`config.mk`:
```
export PLATFORM = sky130hd
export DESIGN_NAME = keyed_byte_transform_cipher
export DESIGN_NICKNAME = d
export VERILOG_FILES = /design/src/rtl/kbtc_pkg.sv /design/src/rtl/kbtc_key_ram.sv /design/src/rtl/kbtc_pos_mod.sv /design/src/rtl/kbtc_xform.sv /design/src/rtl/keyed_byte_transform_cipher.sv
export VERILOG_INCLUDE_DIRS = /design/src /design/src/rtl
export SDC_FILE = /design/constraint.sdc
export NUM_CORES = 2
export LEC_CHECK = 0
export BUFFER_PORTS_ARGS = -buffer_cell sky130_fd_sc_hd__buf_2
export CAP_MARGIN = 10
export CELL_PAD_IN_SITES_DETAIL_PLACEMENT = 0
export CELL_PAD_IN_SITES_GLOBAL_PLACEMENT = 1
export CORE_UTILIZATION = 40
export DETAILED_ROUTE_END_ITERATION = 10
export PLACE_DENSITY_LB_ADDON = 0.15
export SETUP_SLACK_MARGIN = 0.15
export SYNTH_ARGS = -nofsm -noshare
export SYNTH_HDL_FRONTEND = slang
export SYNTH_SLANG_ARGS = --single-unit
export TNS_END_PERCENT = 20
```
`constraint.sdc`:
```
create_clock -name aclk -period 6.7 [get_ports aclk]
set_input_delay 0.67 -clock aclk [delete_from_list [all_inputs] [get_ports aclk]]
set_output_delay 0.67 -clock aclk [all_outputs]
set_load 0.005 [all_outputs]
```
`src/rtl/assert_macros.svh`:
```
// Assertion macros shared by the RTL of the keyed byte transform cipher.
// No dependencies; included by the modules that carry assertions.
`ifndef ASSERT_MACROS_SVH
`define ASSERT_MACROS_SVH

// Clocked check, switched off while the synchronous active-low reset is held.
`define KBTC_ASSERT(lbl, clk, rstn, prop, msg) \
    lbl: assert property (@(posedge clk) disable iff (!(rstn)) (prop)) else $error(msg);

// Clocked check that also holds during reset.
`define KBTC_ASSERT_ALWAYS(lbl, clk, prop, msg) \
    lbl: assert property (@(posedge clk) (prop)) else $error(msg);

`endif

```
`src/rtl/kbtc_pkg.sv`:
```
// Package for the keyed byte transform cipher: sizes, codes and shared types.
// No dependencies; imported by every RTL module of the block except kbtc_key_ram.
`default_nettype none

package kbtc_pkg;

    // Key table geometry
    localparam int KEY_DEPTH = 256;
    localparam int KEY_AW    = (KEY_DEPTH > 1) ? $clog2(KEY_DEPTH) : 1;
    localparam int KEY_W     = 11;

    // Field widths
    localparam int LEN_W  = 9;
    localparam int BYTE_W = 8;
    localparam int SUM_W  = 32;

    // Longest usable key length: the table depth, or all that the register can hold
    localparam logic [LEN_W-1:0] LEN_CAP =
        LEN_W'((KEY_DEPTH > (2 ** LEN_W) - 1) ? (2 ** LEN_W) - 1 : KEY_DEPTH);

    // Item operations, carried in tuser
    typedef enum logic [1:0] {
        OP_WRITE_KEY = 2'd0,
        OP_SET_POS   = 2'd1,
        OP_ENCRYPT   = 2'd2,
        OP_DECRYPT   = 2'd3
    } kbtc_op_t;

    // Transform modes of a key entry
    typedef enum logic [2:0] {
        MODE_PASS    = 3'd0,
        MODE_XOR     = 3'd1,
        MODE_XNOR    = 3'd2,
        MODE_MIRROR  = 3'd3,
        MODE_MIR_XOR = 3'd4,
        MODE_ROT_A   = 3'd5,
        MODE_ROT_B   = 3'd6,
        MODE_INVERT  = 3'd7
    } kbtc_mode_t;

    // One key table entry
    typedef struct packed {
        kbtc_mode_t        mode;
        logic [BYTE_W-1:0] kbyte;
    } key_entry_t;

    // Controller states
    typedef enum logic [1:0] {
        S_IDLE,
        S_XFORM,
        S_SETPOS
    } kbtc_state_t;

    // Position modulo unit: request and response
    typedef struct packed {
        logic              start;
        logic [BYTE_W-1:0] dividend;
        logic [LEN_W-1:0]  divisor;
    } mod_req_t;

    typedef struct packed {
        logic             busy;
        logic             done;
        logic [LEN_W-1:0] remainder;
    } mod_rsp_t;

endpackage

`default_nettype wire

```
`src/rtl/kbtc_key_ram.sv`:
```
// Generic single-port-write, single-port-read synchronous RAM with a registered read port.
// Holds the key table; no package dependencies.
`default_nettype none

module kbtc_key_ram #(
    parameter int DEPTH = 256,
    parameter int WIDTH = 11,
    localparam int AW   = (DEPTH > 1) ? $clog2(DEPTH) : 1
) (
    input  wire logic             aclk,
    input  wire logic             wr_en,
    input  wire logic [AW-1:0]    wr_addr,
    input  wire logic [WIDTH-1:0] wr_data,
    input  wire logic             rd_en,
    input  wire logic [AW-1:0]    rd_addr,
    output logic      [WIDTH-1:0] rd_data
);

    logic [WIDTH-1:0] mem [DEPTH];

    // Write port
    always_ff @(posedge aclk) begin
        if (wr_en) begin
            mem[wr_addr] <= wr_data;
        end
    end

    // Registered read port; data holds until the next read
    always_ff @(posedge aclk) begin
        if (rd_en) begin
            rd_data <= mem[rd_addr];
        end
    end

endmodule

`default_nettype wire

```
`src/rtl/kbtc_pos_mod.sv`:
```
// Iterative remainder unit for the set-position operation: one dividend bit per cycle.
// Depends on kbtc_pkg and assert_macros.svh.
`default_nettype none
`include "assert_macros.svh"

module kbtc_pos_mod
    import kbtc_pkg::*;
(
    input  wire logic     aclk,
    input  wire logic     aresetn,
    input  wire mod_req_t req,
    output mod_rsp_t      rsp
);

    localparam int CNT_W = $clog2(BYTE_W + 1);

    logic                busy_reg, busy_next;
    logic                done_reg, done_next;
    logic [CNT_W-1:0]    cnt_reg, cnt_next;
    logic [LEN_W-1:0]    rem_reg, rem_next;
    logic [BYTE_W-1:0]   div_reg, div_next;
    logic [LEN_W-1:0]    divisor_reg, divisor_next;
    logic [LEN_W:0]      trial;

    // Restoring step: shift in the next dividend bit, subtract when it fits
    always_comb begin
        trial        = {rem_reg, div_reg[BYTE_W-1]};
        busy_next    = busy_reg;
        done_next    = 1'b0;
        cnt_next     = cnt_reg;
        rem_next     = rem_reg;
        div_next     = div_reg;
        divisor_next = divisor_reg;
        if (req.start) begin
            busy_next    = 1'b1;
            cnt_next     = CNT_W'(BYTE_W);
            rem_next     = '0;
            div_next     = req.dividend;
            divisor_next = req.divisor;
        end else if (busy_reg) begin
            if (trial >= {1'b0, divisor_reg}) begin
                rem_next = LEN_W'(trial - {1'b0, divisor_reg});
            end else begin
                rem_next = trial[LEN_W-1:0];
            end
            div_next = {div_reg[BYTE_W-2:0], 1'b0};
            cnt_next = cnt_reg - CNT_W'(1);
            if (cnt_reg == CNT_W'(1)) begin
                busy_next = 1'b0;
                done_next = 1'b1;
            end
        end
    end

    // Control state
    always_ff @(posedge aclk) begin
        if (!aresetn) begin
            busy_reg <= 1'b0;
            done_reg <= 1'b0;
            cnt_reg  <= '0;
        end else begin
            busy_reg <= busy_next;
            done_reg <= done_next;
            cnt_reg  <= cnt_next;
        end
    end

    // Datapath
    always_ff @(posedge aclk) begin
        rem_reg     <= rem_next;
        div_reg     <= div_next;
        divisor_reg <= divisor_next;
    end

    assign rsp.busy      = busy_reg;
    assign rsp.done      = done_reg;
    assign rsp.remainder = rem_reg;

    `KBTC_ASSERT(a_rem_below_divisor, aclk, aresetn,
        done_reg |-> (divisor_reg == '0 || rem_reg < divisor_reg),
        "remainder not below divisor")

endmodule

`default_nettype wire

```
`src/rtl/kbtc_xform.sv`:
```
// Byte transform selected by a key entry's mode, for either direction.
// Depends on kbtc_pkg.
`default_nettype none

module kbtc_xform
    import kbtc_pkg::*;
(
    input  wire logic [BYTE_W-1:0] x,
    input  wire key_entry_t        entry,
    input  wire logic              enc,
    output logic      [BYTE_W-1:0] y
);

    logic [BYTE_W-1:0]   k;
    logic [BYTE_W-1:0]   x_mir;
    logic [BYTE_W-1:0]   xk_mir;
    logic [BYTE_W-1:0]   xk;
    logic [2*BYTE_W-1:0] dbl;
    logic [2*BYTE_W-1:0] dbl_l;
    logic [2*BYTE_W-1:0] dbl_r;
    logic [BYTE_W-1:0]   rot_l;
    logic [BYTE_W-1:0]   rot_r;
    logic [2:0]          sh;

    assign k  = entry.kbyte;
    assign xk = x ^ k;
    assign sh = k[2:0];

    // Bit mirrors
    always_comb begin
        for (int i = 0; i < BYTE_W; i++) begin
            x_mir[i]  = x[BYTE_W-1-i];
            xk_mir[i] = xk[BYTE_W-1-i];
        end
    end

    // Rotations by key mod 8 through a doubled word
    assign dbl   = {x, x};
    assign dbl_l = dbl << sh;
    assign dbl_r = dbl >> sh;
    assign rot_l = dbl_l[2*BYTE_W-1:BYTE_W];
    assign rot_r = dbl_r[BYTE_W-1:0];

    // Mode select; mirror-xor and the rotations differ by direction
    always_comb begin
        case (entry.mode)
            MODE_PASS:    y = x;
            MODE_XOR:     y = xk;
            MODE_XNOR:    y = ~xk;
            MODE_MIRROR:  y = x_mir;
            MODE_MIR_XOR: y = enc ? (x_mir ^ k) : xk_mir;
            MODE_ROT_A:   y = enc ? rot_l : rot_r;
            MODE_ROT_B:   y = enc ? rot_r : rot_l;
            MODE_INVERT:  y = ~x;
            default:      y = x;
        endcase
    end

endmodule

`default_nettype wire

```
`src/rtl/keyed_byte_transform_cipher.sv`:
```
// Keyed byte transform cipher: cyclic key table, position and plaintext checksum.
// Depends on kbtc_pkg, kbtc_key_ram, kbtc_pos_mod, kbtc_xform and assert_macros.svh.
//
// Each transfer on the s_ side carries an operation in tuser: write a key entry, set the
// key position, encrypt a byte or decrypt a byte. Encrypt and decrypt give one transfer
// on the m_ side with the result byte, the 32-bit plaintext checksum after that byte and
// the position the next byte will use; the other operations give none. For an encrypt
// or decrypt the key entry is read from the table RAM in the accept cycle; the byte is
// then transformed and registered in the transform state, which waits while the output
// register is full and not taken. A set position with key_length zero clears the position
// in the accept cycle; otherwise the bit-serial remainder unit works through the eight
// address bits. The output register lets the next item be accepted while a result still
// waits. key_length must be written through cfg_wr_en only while idle; the block does not
// enforce it; key entries must be written before they are used.
`default_nettype none
`include "assert_macros.svh"

module keyed_byte_transform_cipher
    import kbtc_pkg::*;
(
    input  wire logic              aclk,
    input  wire logic              aresetn,
    // Configuration
    input  wire logic              cfg_wr_en,
    input  wire logic [LEN_W-1:0]  cfg_wr_data,   // key_length
    // Input items
    input  wire logic              s_tvalid,
    output logic                   s_tready,
    // [7:0] data_byte, [15:8] key_address, [23:16] key_cipher_byte, [26:24] key_mode
    input  wire logic [31:0]       s_tdata,
    input  wire logic [1:0]        s_tuser,       // [1:0] operation
    // Result items
    output logic                   m_tvalid,
    input  wire logic              m_tready,
    // [7:0] result_byte, [39:8] running_sum, [47:40] next_position
    output logic      [47:0]       m_tdata
);

    // Input fields
    kbtc_op_t          op;
    logic [BYTE_W-1:0] in_data;
    logic [BYTE_W-1:0] in_addr;
    key_entry_t        in_entry;

    assign op             = kbtc_op_t'(s_tuser);
    assign in_data        = s_tdata[7:0];
    assign in_addr        = s_tdata[15:8];
    assign in_entry.kbyte = s_tdata[23:16];
    assign in_entry.mode  = kbtc_mode_t'(s_tdata[26:24]);

    // State
    kbtc_state_t       state_reg, state_next;
    logic [LEN_W-1:0]  key_length_reg, key_length_next;
    logic [KEY_AW-1:0] key_position_reg, key_position_next;
    logic [SUM_W-1:0]  checksum_reg, checksum_next;

    // Item held during the transform cycle
    logic              enc_reg, enc_next;
    logic              bypass_reg, bypass_next;
    logic [BYTE_W-1:0] data_reg, data_next;
    logic [KEY_AW-1:0] pos_reg, pos_next;

    // Output register
    logic              m_valid_reg, m_valid_next;
    logic [BYTE_W-1:0] res_reg, res_next;
    logic [SUM_W-1:0]  sum_reg, sum_next;
    logic [BYTE_W-1:0] npos_reg, npos_next;

    // Key table and helpers
    logic              ram_we;
    logic              ram_re;
    logic [KEY_AW-1:0] ram_waddr;
    logic [KEY_W-1:0]  ram_rdata;
    key_entry_t        rd_entry;
    mod_req_t          mod_req;
    mod_rsp_t          mod_rsp;
    logic [BYTE_W-1:0] xf_y;

    logic              s_accept;
    logic              out_free;
    logic [LEN_W-1:0]  len_act;
    logic [KEY_AW-1:0] pos_eff;
    logic [31:0]       pos_plus;
    logic [KEY_AW-1:0] pos_inc;
    logic              addr_ok;

    assign s_tready = (state_reg == S_IDLE);
    assign s_accept = s_tvalid && s_tready;
    assign out_free = !m_valid_reg || m_tready;

    // Length in use, position clamped to the table, next position with wrap
    assign len_act   = (key_length_reg > LEN_CAP) ? LEN_CAP : key_length_reg;
    assign pos_eff   = (32'(key_position_reg) < 32'(len_act)) ? key_position_reg : '0;
    assign pos_plus  = 32'(pos_reg) + 32'd1;
    assign pos_inc   = (pos_plus >= 32'(len_act)) ? '0 : KEY_AW'(pos_plus);
    assign addr_ok   = 32'(in_addr) < 32'(KEY_DEPTH);
    assign ram_waddr = KEY_AW'(in_addr);
    assign rd_entry  = key_entry_t'(ram_rdata);

    kbtc_key_ram #(
        .DEPTH (KEY_DEPTH),
        .WIDTH (KEY_W)
    ) u_key_ram (
        .aclk    (aclk),
        .wr_en   (ram_we),
        .wr_addr (ram_waddr),
        .wr_data (KEY_W'(in_entry)),
        .rd_en   (ram_re),
        .rd_addr (pos_eff),
        .rd_data (ram_rdata)
    );

    kbtc_pos_mod u_pos_mod (
        .aclk    (aclk),
        .aresetn (aresetn),
        .req     (mod_req),
        .rsp     (mod_rsp)
    );

    kbtc_xform u_xform (
        .x     (data_reg),
        .entry (rd_entry),
        .enc   (enc_reg),
        .y     (xf_y)
    );

    // Next state
    always_comb begin
        state_next = state_reg;
        unique case (state_reg)
            S_IDLE: begin
                if (s_accept) begin
                    unique case (op) inside
                        OP_ENCRYPT, OP_DECRYPT: state_next = S_XFORM;
                        OP_SET_POS: state_next = (len_act == '0) ? S_IDLE : S_SETPOS;
                        OP_WRITE_KEY: state_next = S_IDLE;
                    endcase
                end
            end
            S_XFORM: begin
                if (out_free) begin
                    state_next = S_IDLE;
                end
            end
            S_SETPOS: begin
                if (mod_rsp.done) begin
                    state_next = S_IDLE;
                end
            end
        endcase
    end

    // Datapath and outputs
    always_comb begin
        key_length_next   = key_length_reg;
        key_position_next = key_position_reg;
        checksum_next     = checksum_reg;
        enc_next          = enc_reg;
        bypass_next       = bypass_reg;
        data_next         = data_reg;
        pos_next          = pos_reg;
        m_valid_next      = m_valid_reg && !m_tready;
        res_next          = res_reg;
        sum_next          = sum_reg;
        npos_next         = npos_reg;
        ram_we            = 1'b0;
        ram_re            = 1'b0;
        mod_req.start     = 1'b0;
        mod_req.dividend  = in_addr;
        mod_req.divisor   = len_act;

        if (cfg_wr_en) begin
            key_length_next = cfg_wr_data;
        end

        unique case (state_reg)
            S_IDLE: begin
                if (s_accept) begin
                    unique case (op) inside
                        OP_WRITE_KEY: ram_we = addr_ok;
                        OP_SET_POS: begin
                            if (len_act == '0) begin
                                key_position_next = '0;
                            end else begin
                                mod_req.start = 1'b1;
                            end
                        end
                        OP_ENCRYPT, OP_DECRYPT: begin
                            enc_next    = (op == OP_ENCRYPT);
                            bypass_next = (len_act == '0);
                            data_next   = in_data;
                            pos_next    = pos_eff;
                            ram_re      = 1'b1;
                        end
                    endcase
                end
            end
            S_XFORM: begin
                if (out_free) begin
                    m_valid_next = 1'b1;
                    if (bypass_reg) begin
                        res_next = data_reg;
                    end else begin
                        res_next          = xf_y;
                        checksum_next     = checksum_reg
                                          + SUM_W'(enc_reg ? data_reg : xf_y);
                        key_position_next = pos_inc;
                    end
                    sum_next  = checksum_next;
                    npos_next = BYTE_W'(key_position_next);
                end
            end
            S_SETPOS: begin
                if (mod_rsp.done) begin
                    key_position_next = KEY_AW'(mod_rsp.remainder);
                end
            end
        endcase
    end

    // Control state
    always_ff @(posedge aclk) begin
        if (!aresetn) begin
            state_reg        <= S_IDLE;
            key_length_reg   <= '0;
            key_position_reg <= '0;
            checksum_reg     <= '0;
            m_valid_reg      <= 1'b0;
        end else begin
            state_reg        <= state_next;
            key_length_reg   <= key_length_next;
            key_position_reg <= key_position_next;
            checksum_reg     <= checksum_next;
            m_valid_reg      <= m_valid_next;
        end
    end

    // Payload
    always_ff @(posedge aclk) begin
        enc_reg    <= enc_next;
        bypass_reg <= bypass_next;
        data_reg   <= data_next;
        pos_reg    <= pos_next;
        res_reg    <= res_next;
        sum_reg    <= sum_next;
        npos_reg   <= npos_next;
    end

    assign m_tvalid = m_valid_reg;
    assign m_tdata  = {npos_reg, sum_reg, res_reg};

    `KBTC_ASSERT(a_crypt_goes_xform, aclk, aresetn,
        (s_accept && (op == OP_ENCRYPT || op == OP_DECRYPT)) |=> (state_reg == S_XFORM),
        "byte transfer did not enter the transform cycle")
    `KBTC_ASSERT(a_xform_loads_output, aclk, aresetn,
        (state_reg == S_XFORM && out_free) |=> (m_valid_reg && state_reg == S_IDLE),
        "transform cycle did not load the output register")
    `KBTC_ASSERT(a_result_from_xform, aclk, aresetn,
        $rose(m_valid_reg) |-> $past(state_reg == S_XFORM),
        "result appeared without a transform cycle")

endmodule

`default_nettype wire
```
Word-level counts from Yosys, hierarchy flattened

Memories as Yosys holds them, arrays and structs flattened. A register that Yosys moved wholly into a read port is not among the register bits.
Cells that the tools add are included.

Register bits after elaboration: 150
Memory bits (writable): 2816
Output and inout bits: 50
Word-level logic and storage cells: 117
Memories kept: 1

Memories:

| memory        | depth | bits a word | read ports | clocked after Yosys merged registers in | wr ports | line               | RTL |
|---|---|---|---|---|---|---|---|
| u_key_ram.mem | 256   | 11          | 1          | 1                                       | 1        | kbtc_key_ram.sv:19 | `logic [WIDTH-1:0] mem [DEPTH];` |

Add/subtract/negate cells: 4
$lt $le $gt $ge: 4
Equality and inequality tests: 18
Shift-type cells: 2
Mux-type cells: 46
Bitwise logic cells: 6
Reduce and logical (&&, ||, !) cells: 17

Operators by type and width:

| operator                                      | number |
|---|---|
| two-way mux 8 bit                             | 15 |
| one-hot mux 8 bit (8 select lines)            | 1 |
| adder 32 x 8 -> 32 bit                        | 1 |
| two-way mux 32 bit                            | 1 |
| one-hot mux 8 bit (3 select lines)            | 1 |
| two-way mux 1 bit                             | 18 |
| two-way mux 9 bit                             | 2 |
| inverter 8 bit                                | 2 |
| << shifter 16 x 3 -> 16 bit                   | 1 |
| right shift 16 x 3 -> 8 bit                   | 1 |
| bitwise XOR 8 bit                             | 2 |
| == test 3 bit, second input constant          | 4 |
| one-hot mux 2 bit (3 select lines)            | 2 |
| >= comparator 10 x 9 -> 1 bit                 | 1 |
| adder 8 x 1 -> 9 bit, second input constant   | 1 |
| >= comparator 9 bit                           | 1 |
| > comparator 9 bit, second input constant     | 1 |
| logical NOT 9 bit                             | 1 |
| less-than comparator 8 x 9 -> 1 bit           | 1 |
| subtractor 9 bit                              | 1 |
| two-way mux 2 bit                             | 4 |
| two-way mux 4 bit                             | 2 |
| != test 2 x 1 -> 1 bit, second input constant | 4 |
| == test 2 bit, second input constant          | 3 |
| 18 further kinds                              | 26 |

Longest topological paths before layout

Depth in word-level cells: 8
Depth in mapped cells: 21

Hierarchy

Synthesis repeated with hierarchy kept, for this count alone.

Cell total of the unflattened synthesis: 5928
Area total of the unflattened synthesis: 118034.5 um^2

Modules (own cells, without submodules):

| module                      | times used | cells an instance | area each (um^2) | seq. area each (um^2) |
|---|---|---|---|---|
| kbtc_key_ram                | 1          | 4999              | 108823.1         | 84891.4 |
| keyed_byte_transform_cipher | 1          | 591               | 6120.9           | 3022.9 |
| kbtc_pos_mod                | 1          | 163               | 1800.5           | 810.8 |
| kbtc_xform                  | 1          | 175               | 1290.0           | 0.0 |

Worst setup path after synthesis

Ideal clock, no wire load.

Path kind: reg-to-reg
Start point: register u_key_ram.rd_data[2] (read register of u_key_ram.mem)
End point: register sum_reg[17], data pin
Setup time: 266 ps
Arrival: 4150 ps
Data required time: 6434 ps
Slack: 2284 ps
Cell stages (with the launch flop): 19
Buffers on the path: 4
Clock period less this slack: 4416 ps
Path through: edfxtp_1 -> clkbuf_1 -> clkbuf_1 -> mux4_2 -> o22ai_1 -> o22a_1 -> mux2_2 -> ha_1 -> a21o_1 -> a21oi_1 -> o21bai_1 -> a21oi_1 -> o21bai_1 -> a21o_1 -> a21oi_1 -> clkbuf_1 -> buf_1 -> nor3_1 -> xor2_1

Longest elaborated chain between the ends: 6

Ends and longest elaborated chain:

| item                                                | line                               | RTL |
|---|---|---|
| from (decl)                                         | kbtc_key_ram.sv:16                 | `output logic [WIDTH-1:0] rd_data` |
| << shifter 16 x 3 -> 16 bit (tied with other cells) | kbtc_xform.sv:39                   | `assign dbl_l = dbl << sh;` |
| two-way mux 8 bit (tied with other cells)           | kbtc_xform.sv:53                   | `MODE_ROT_B: y = enc ? rot_r : rot_l;` |
| one-hot mux 8 bit (8 select lines) (*)              | kbtc_xform.sv:46                   | `case (entry.mode)` |
| two-way mux 8 bit (*)                               | keyed_byte_transform_cipher.sv:206 | `+ SUM_W'(enc_reg ? data_reg : xf_y);` |
| adder 32 x 8 -> 32 bit (*)                          | keyed_byte_transform_cipher.sv:206 |  |
| two-way mux 32 bit (*)                              | keyed_byte_transform_cipher.sv:201 | `if (bypass_reg) begin` |
| to (signal assigned)                                | keyed_byte_transform_cipher.sv:245 | `sum_reg <= sum_next;` |
| to (decl)                                           | keyed_byte_transform_cipher.sv:66  | `logic [SUM_W-1:0] sum_reg, sum_next;` |

Mark *: on every way between the ends. The rest lies on a longest branch, timed or not.
A chain may end at the register's enable or synchronous reset.

Final worst setup path

Start point: register key_length_reg[8]
End point: register u_key_ram.rd_data[3] (read register of u_key_ram.mem), data pin

Longest elaborated chain between the ends: 4

Ends and longest elaborated chain:

| item                                    | line                               | RTL |
|---|---|---|
| from (decl)                             | keyed_byte_transform_cipher.sv:53  | `logic [LEN_W-1:0] key_length_reg, key_length_next;` |
| from (signal assigned)                  | keyed_byte_transform_cipher.sv:231 | `key_length_reg <= key_length_next;` |
| > comparator 9 bit                      | keyed_byte_transform_cipher.sv:92  | `assign len_act = (key_length_reg > LEN_CAP) ? LEN_CAP : key_length_reg;` |
| two-way mux 9 bit (*)                   | keyed_byte_transform_cipher.sv:92  |  |
| less-than comparator 8 x 9 -> 1 bit (*) | keyed_byte_transform_cipher.sv:93  | `assign pos_eff = (32'(key_position_reg) < 32'(len_act)) ? key_position_reg : '0;` |
| two-way mux 8 bit (*)                   | keyed_byte_transform_cipher.sv:93  |  |

Marks and branches as above.

==> results.toml <==
[clocking]
h-tree-depth = 5
clock_sinks = 2977
cts_made_buffers = 323
cts_root_buf = "clkbuf_16"
clock_latency_ns = 0.93
clkTransAtPathRegs_ns = 0.06
cts_max_path_buffers = 4
tritoncts = "yes"

[synthesis]
synthSimpleGateAreaFrac_pct = 5.740
synthesis.area_per_instance_sq_um = 15.68
synth-edff-count = 2910
yosysUniqueCellTypes = 93
yosys_most_used_dff = "edfxtp_1"
syn-cell-area_sq_um = 120700
postSynthCellCount = 7701
synth_seq_area_share_pct = 73.48
synth_top_family_by_area = "multiplexers"
muxShareOfSynthArea_pct = 8.878
syn-num-nets = 7790
yosysWarnings = 0
synthAdderAreaFrac_pct = 0.4373
async_reset_ff_share_pct = 0
synth_compound_area_share_pct = 8.779
synth-xor-area-share_pct = 0.4352
ys_ff_latch = 2977

[layout]
layout.nets = 8115
final_design_area_no_fill_sq_um = 138400
syn_to_final_growth_pct = 14.65
largest_reg_flops = 2816
instances_no_fill = 12240
final_layout_size_suffix_gt1_share_pct = 15.43
n_fill_cell = 26080

[floorplanning]
num_rows = 201
ios = 98
die_y_um = 551.4
fp.coreArea_sq_um = 300000
fp.dieArea_sq_um = 304100
initial_core_util_pct = 40.25
fp.dieW_um = 551.4

[sta]
hold_violations = 0
fin_skew_ns = 0.03851
slew_headroom_pct = 10.13
min_period_ns = 6.220
final.setup.tns_ns = 0
grt_setup_unrepaired = "no"
period_share_pct = 92.84
worst_pin_slew_ns = 1.343
slew_viol_final = 0
setup_viol = 0
fmax_mhz = 160.8
fin_hold_ws_ns = 0.1406

[routing]
drt-initial-drc-count = 9663
wl_per_cell_um = 35.21
drc = 0
vias = 74540
routed_wl_um = 431200
first_pass_iters = 6
antenna_left = 0
vias_per_cell = 6.088

[flow_run]
drv_cap = 0

[setup_path]
crit_required_ns = 7.38
cp_max_fo = 45
start_kind = "register"
crit_path_end_kind = "register"
cp.arrival_ns = 6.90
worstSetupPathType = "reg2reg"
r2r_cells = 14

[power_and_ir_drop]
max-vdd-ir-drop_mv = 0.1867
p_total_w = 0.03958
cellPowerDensity_nw_per_um2 = 285.9
power_leakage_nw = 44.78

[placement]
hpwl_um = 260200
placed_area_sq_um = 127700
place_congestion = 0.8787
port_buffers = 92
dpl.cell_count = 11620

[worst_hold_path]
hold_depth = 1
min_path_type = "in2reg"

[global_route]
grt.total_usage_pct = 27.91
grt_first_pass_wirelength_um = 589900
grt_max_degree = 187
grt_pass1_vias = 71400
antenna_found_initial = 33
grt-ovfl-total = 0

[run_status]
status = "finished clean"
-- layer usage --
metal | wire (um) | global-route usage, % | part of all wire, % | vias up
met5 | 127 | 0 | 0.029 | -
met4 | 18530 | 11.17 | 4.3 | 18
met3 | 36110 | 4.680 | 8.4 | 695
met2 | 196900 | 43.65 | 46 | 3612
met1 | 179500 | 38.82 | 42 | 39050
li1 | - | - | - | 31170
-- Yosys cell counts (17+ instances only) --
cell	number	area (sq um)
a311oi_1	18	157.7
mux2i_1	687	6877
o22ai_1	164	1026
edfxtp_1	2910	87380
nand4_1	23	143.9
ha_1	39	488.0
nand2_1	713	2676
inv_1	53	198.9
o211a_1	18	180.2
o311ai_0	25	219.0
a22oi_1	27	202.7
nor3_1	81	405.4
o21ai_0	198	991.0
nor2b_1	28	175.2
clkbuf_1	242	908.4
or3_1	17	106.4
mux4_2	100	2252
nor2_1	450	1689
nand2b_1	38	237.7
a2111oi_0	19	166.4
buf_2	185	925.9
o31ai_1	27	202.7
a32oi_1	24	210.2
xnor2_1	25	219.0
a31oi_1	68	425.4
buf_1	45	168.9
a221oi_1	73	639.4
nand3_1	130	650.6
and3_1	18	112.6
buf_6	20	225.2
o211ai_1	55	412.9
a211oi_1	109	818.3
nor4_1	44	275.3
o221ai_1	147	1287
a21oi_1	295	1476
buf_4	32	240.2
mux2_2	138	1554
or4_1	18	135.1
xor2_1	35	306.5
dfxtp_1	67	1341
o22a_1	34	297.8
-- repair_timing --
action	4_1_cts	5_1_grt
resized for setup	0	0
endpoints found under the hold margin	18	0
endpoints found under the setup margin	0	0
setup buffers	0	0
hold buffers	18	0
-- through the flow --
step           util [%]  setup slack (ns)
6_report          46.14            0.4796
3_5_place_dp      42.57            0.6502
4_1_cts           46.07            0.6199
5_1_grt           46.14            0.1554
2_1_floorplan         -             2.284
3_3_place_gp      42.56            0.7007
-- final cells by class --
| type | instances | area, sq um | area share, % |
|---|---|---|---|
| Sequential cell | 2977 | 88740 | 64.10 |
| Multi-Input combinational cell | 4137 | 29620 | 21.39 |
| Clock inverter | 182 | 1787 | 1.291 |
| Clock buffer | 397 | 8548 | 6.175 |
| Timing Repair Buffer | 525 | 4517 | 3.263 |
| Tap cell | 3958 | 4952 | 3.577 |
| Inverter | 62 | 267.8 | 0.1934 |
| Antenna cell | 6 | 15.01 | 0.01085 |
-- worst max-delay path: stages (launching register included) --
cell and delay (ns):
dfxtp_1 0.54, clkinv_1 0.29, nand2_1 0.24, ha_1 0.21
nand4b_1 0.53, o21ai_4 0.68, buf_12 0.34, buf_4 0.47
mux2_2 0.39, a221oi_1 0.29, nor3_1 0.17, a2111oi_0 0.94
a2111oi_1 0.21, buf_4 0.25, a311o_1 0.32
-- cell usage in the layout, fill, tap and decap left out, types with 39 or more instances in the layout --
master	n
buf_4	355
mux2_2	138
nor3_1	81
dfxtp_1	64
mux2i_1	687
clkinv_2	53
o211ai_1	55
a21oi_1	290
nor4_1	44
clkbuf_1	62
buf_12	49
nor2_1	449
o22ai_1	164
ha_1	39
buf_2	82
clkbuf_16	329
clkinv_1	79
mux4_2	100
edfxtp_1	2910
o21ai_0	196
nand3_1	126
o221ai_1	147
a31oi_1	68
a221oi_1	73
a211oi_1	105
inv_1	49
nand2_1	701
-- final timing paths --
check                         start                    to  slack [ns]
setup / recovery  key_length_reg[8]  u_key_ram.rd_data[3]        0.48
hold / removal          s_tdata[18]  u_key_ram.mem[43][2]        0.14
setup reg to reg  key_length_reg[8]  u_key_ram.rd_data[3]        0.48
hold reg to reg     checksum_reg[0]       checksum_reg[0]        0.48
-- cells by family after synthesis --
kind of cell,after synthesis
buf+inv,587
simple gates,1603
mux,928
xor+xnor,60
compound gates,1505
fa+ha+maj,41
flops,2977
-- power breakdown --
part | switching (W) | leakage, nW | internal [W]
sequential | 0.0000945 | 26.7 | 0.0205
clock | 0.00754 | 5.06 | 0.0102
combinational | 0.000929 | 13.0 | 0.000328
total | 0.00856 | 44.8 | 0.0310
Power figures use the tool's default switching activity.
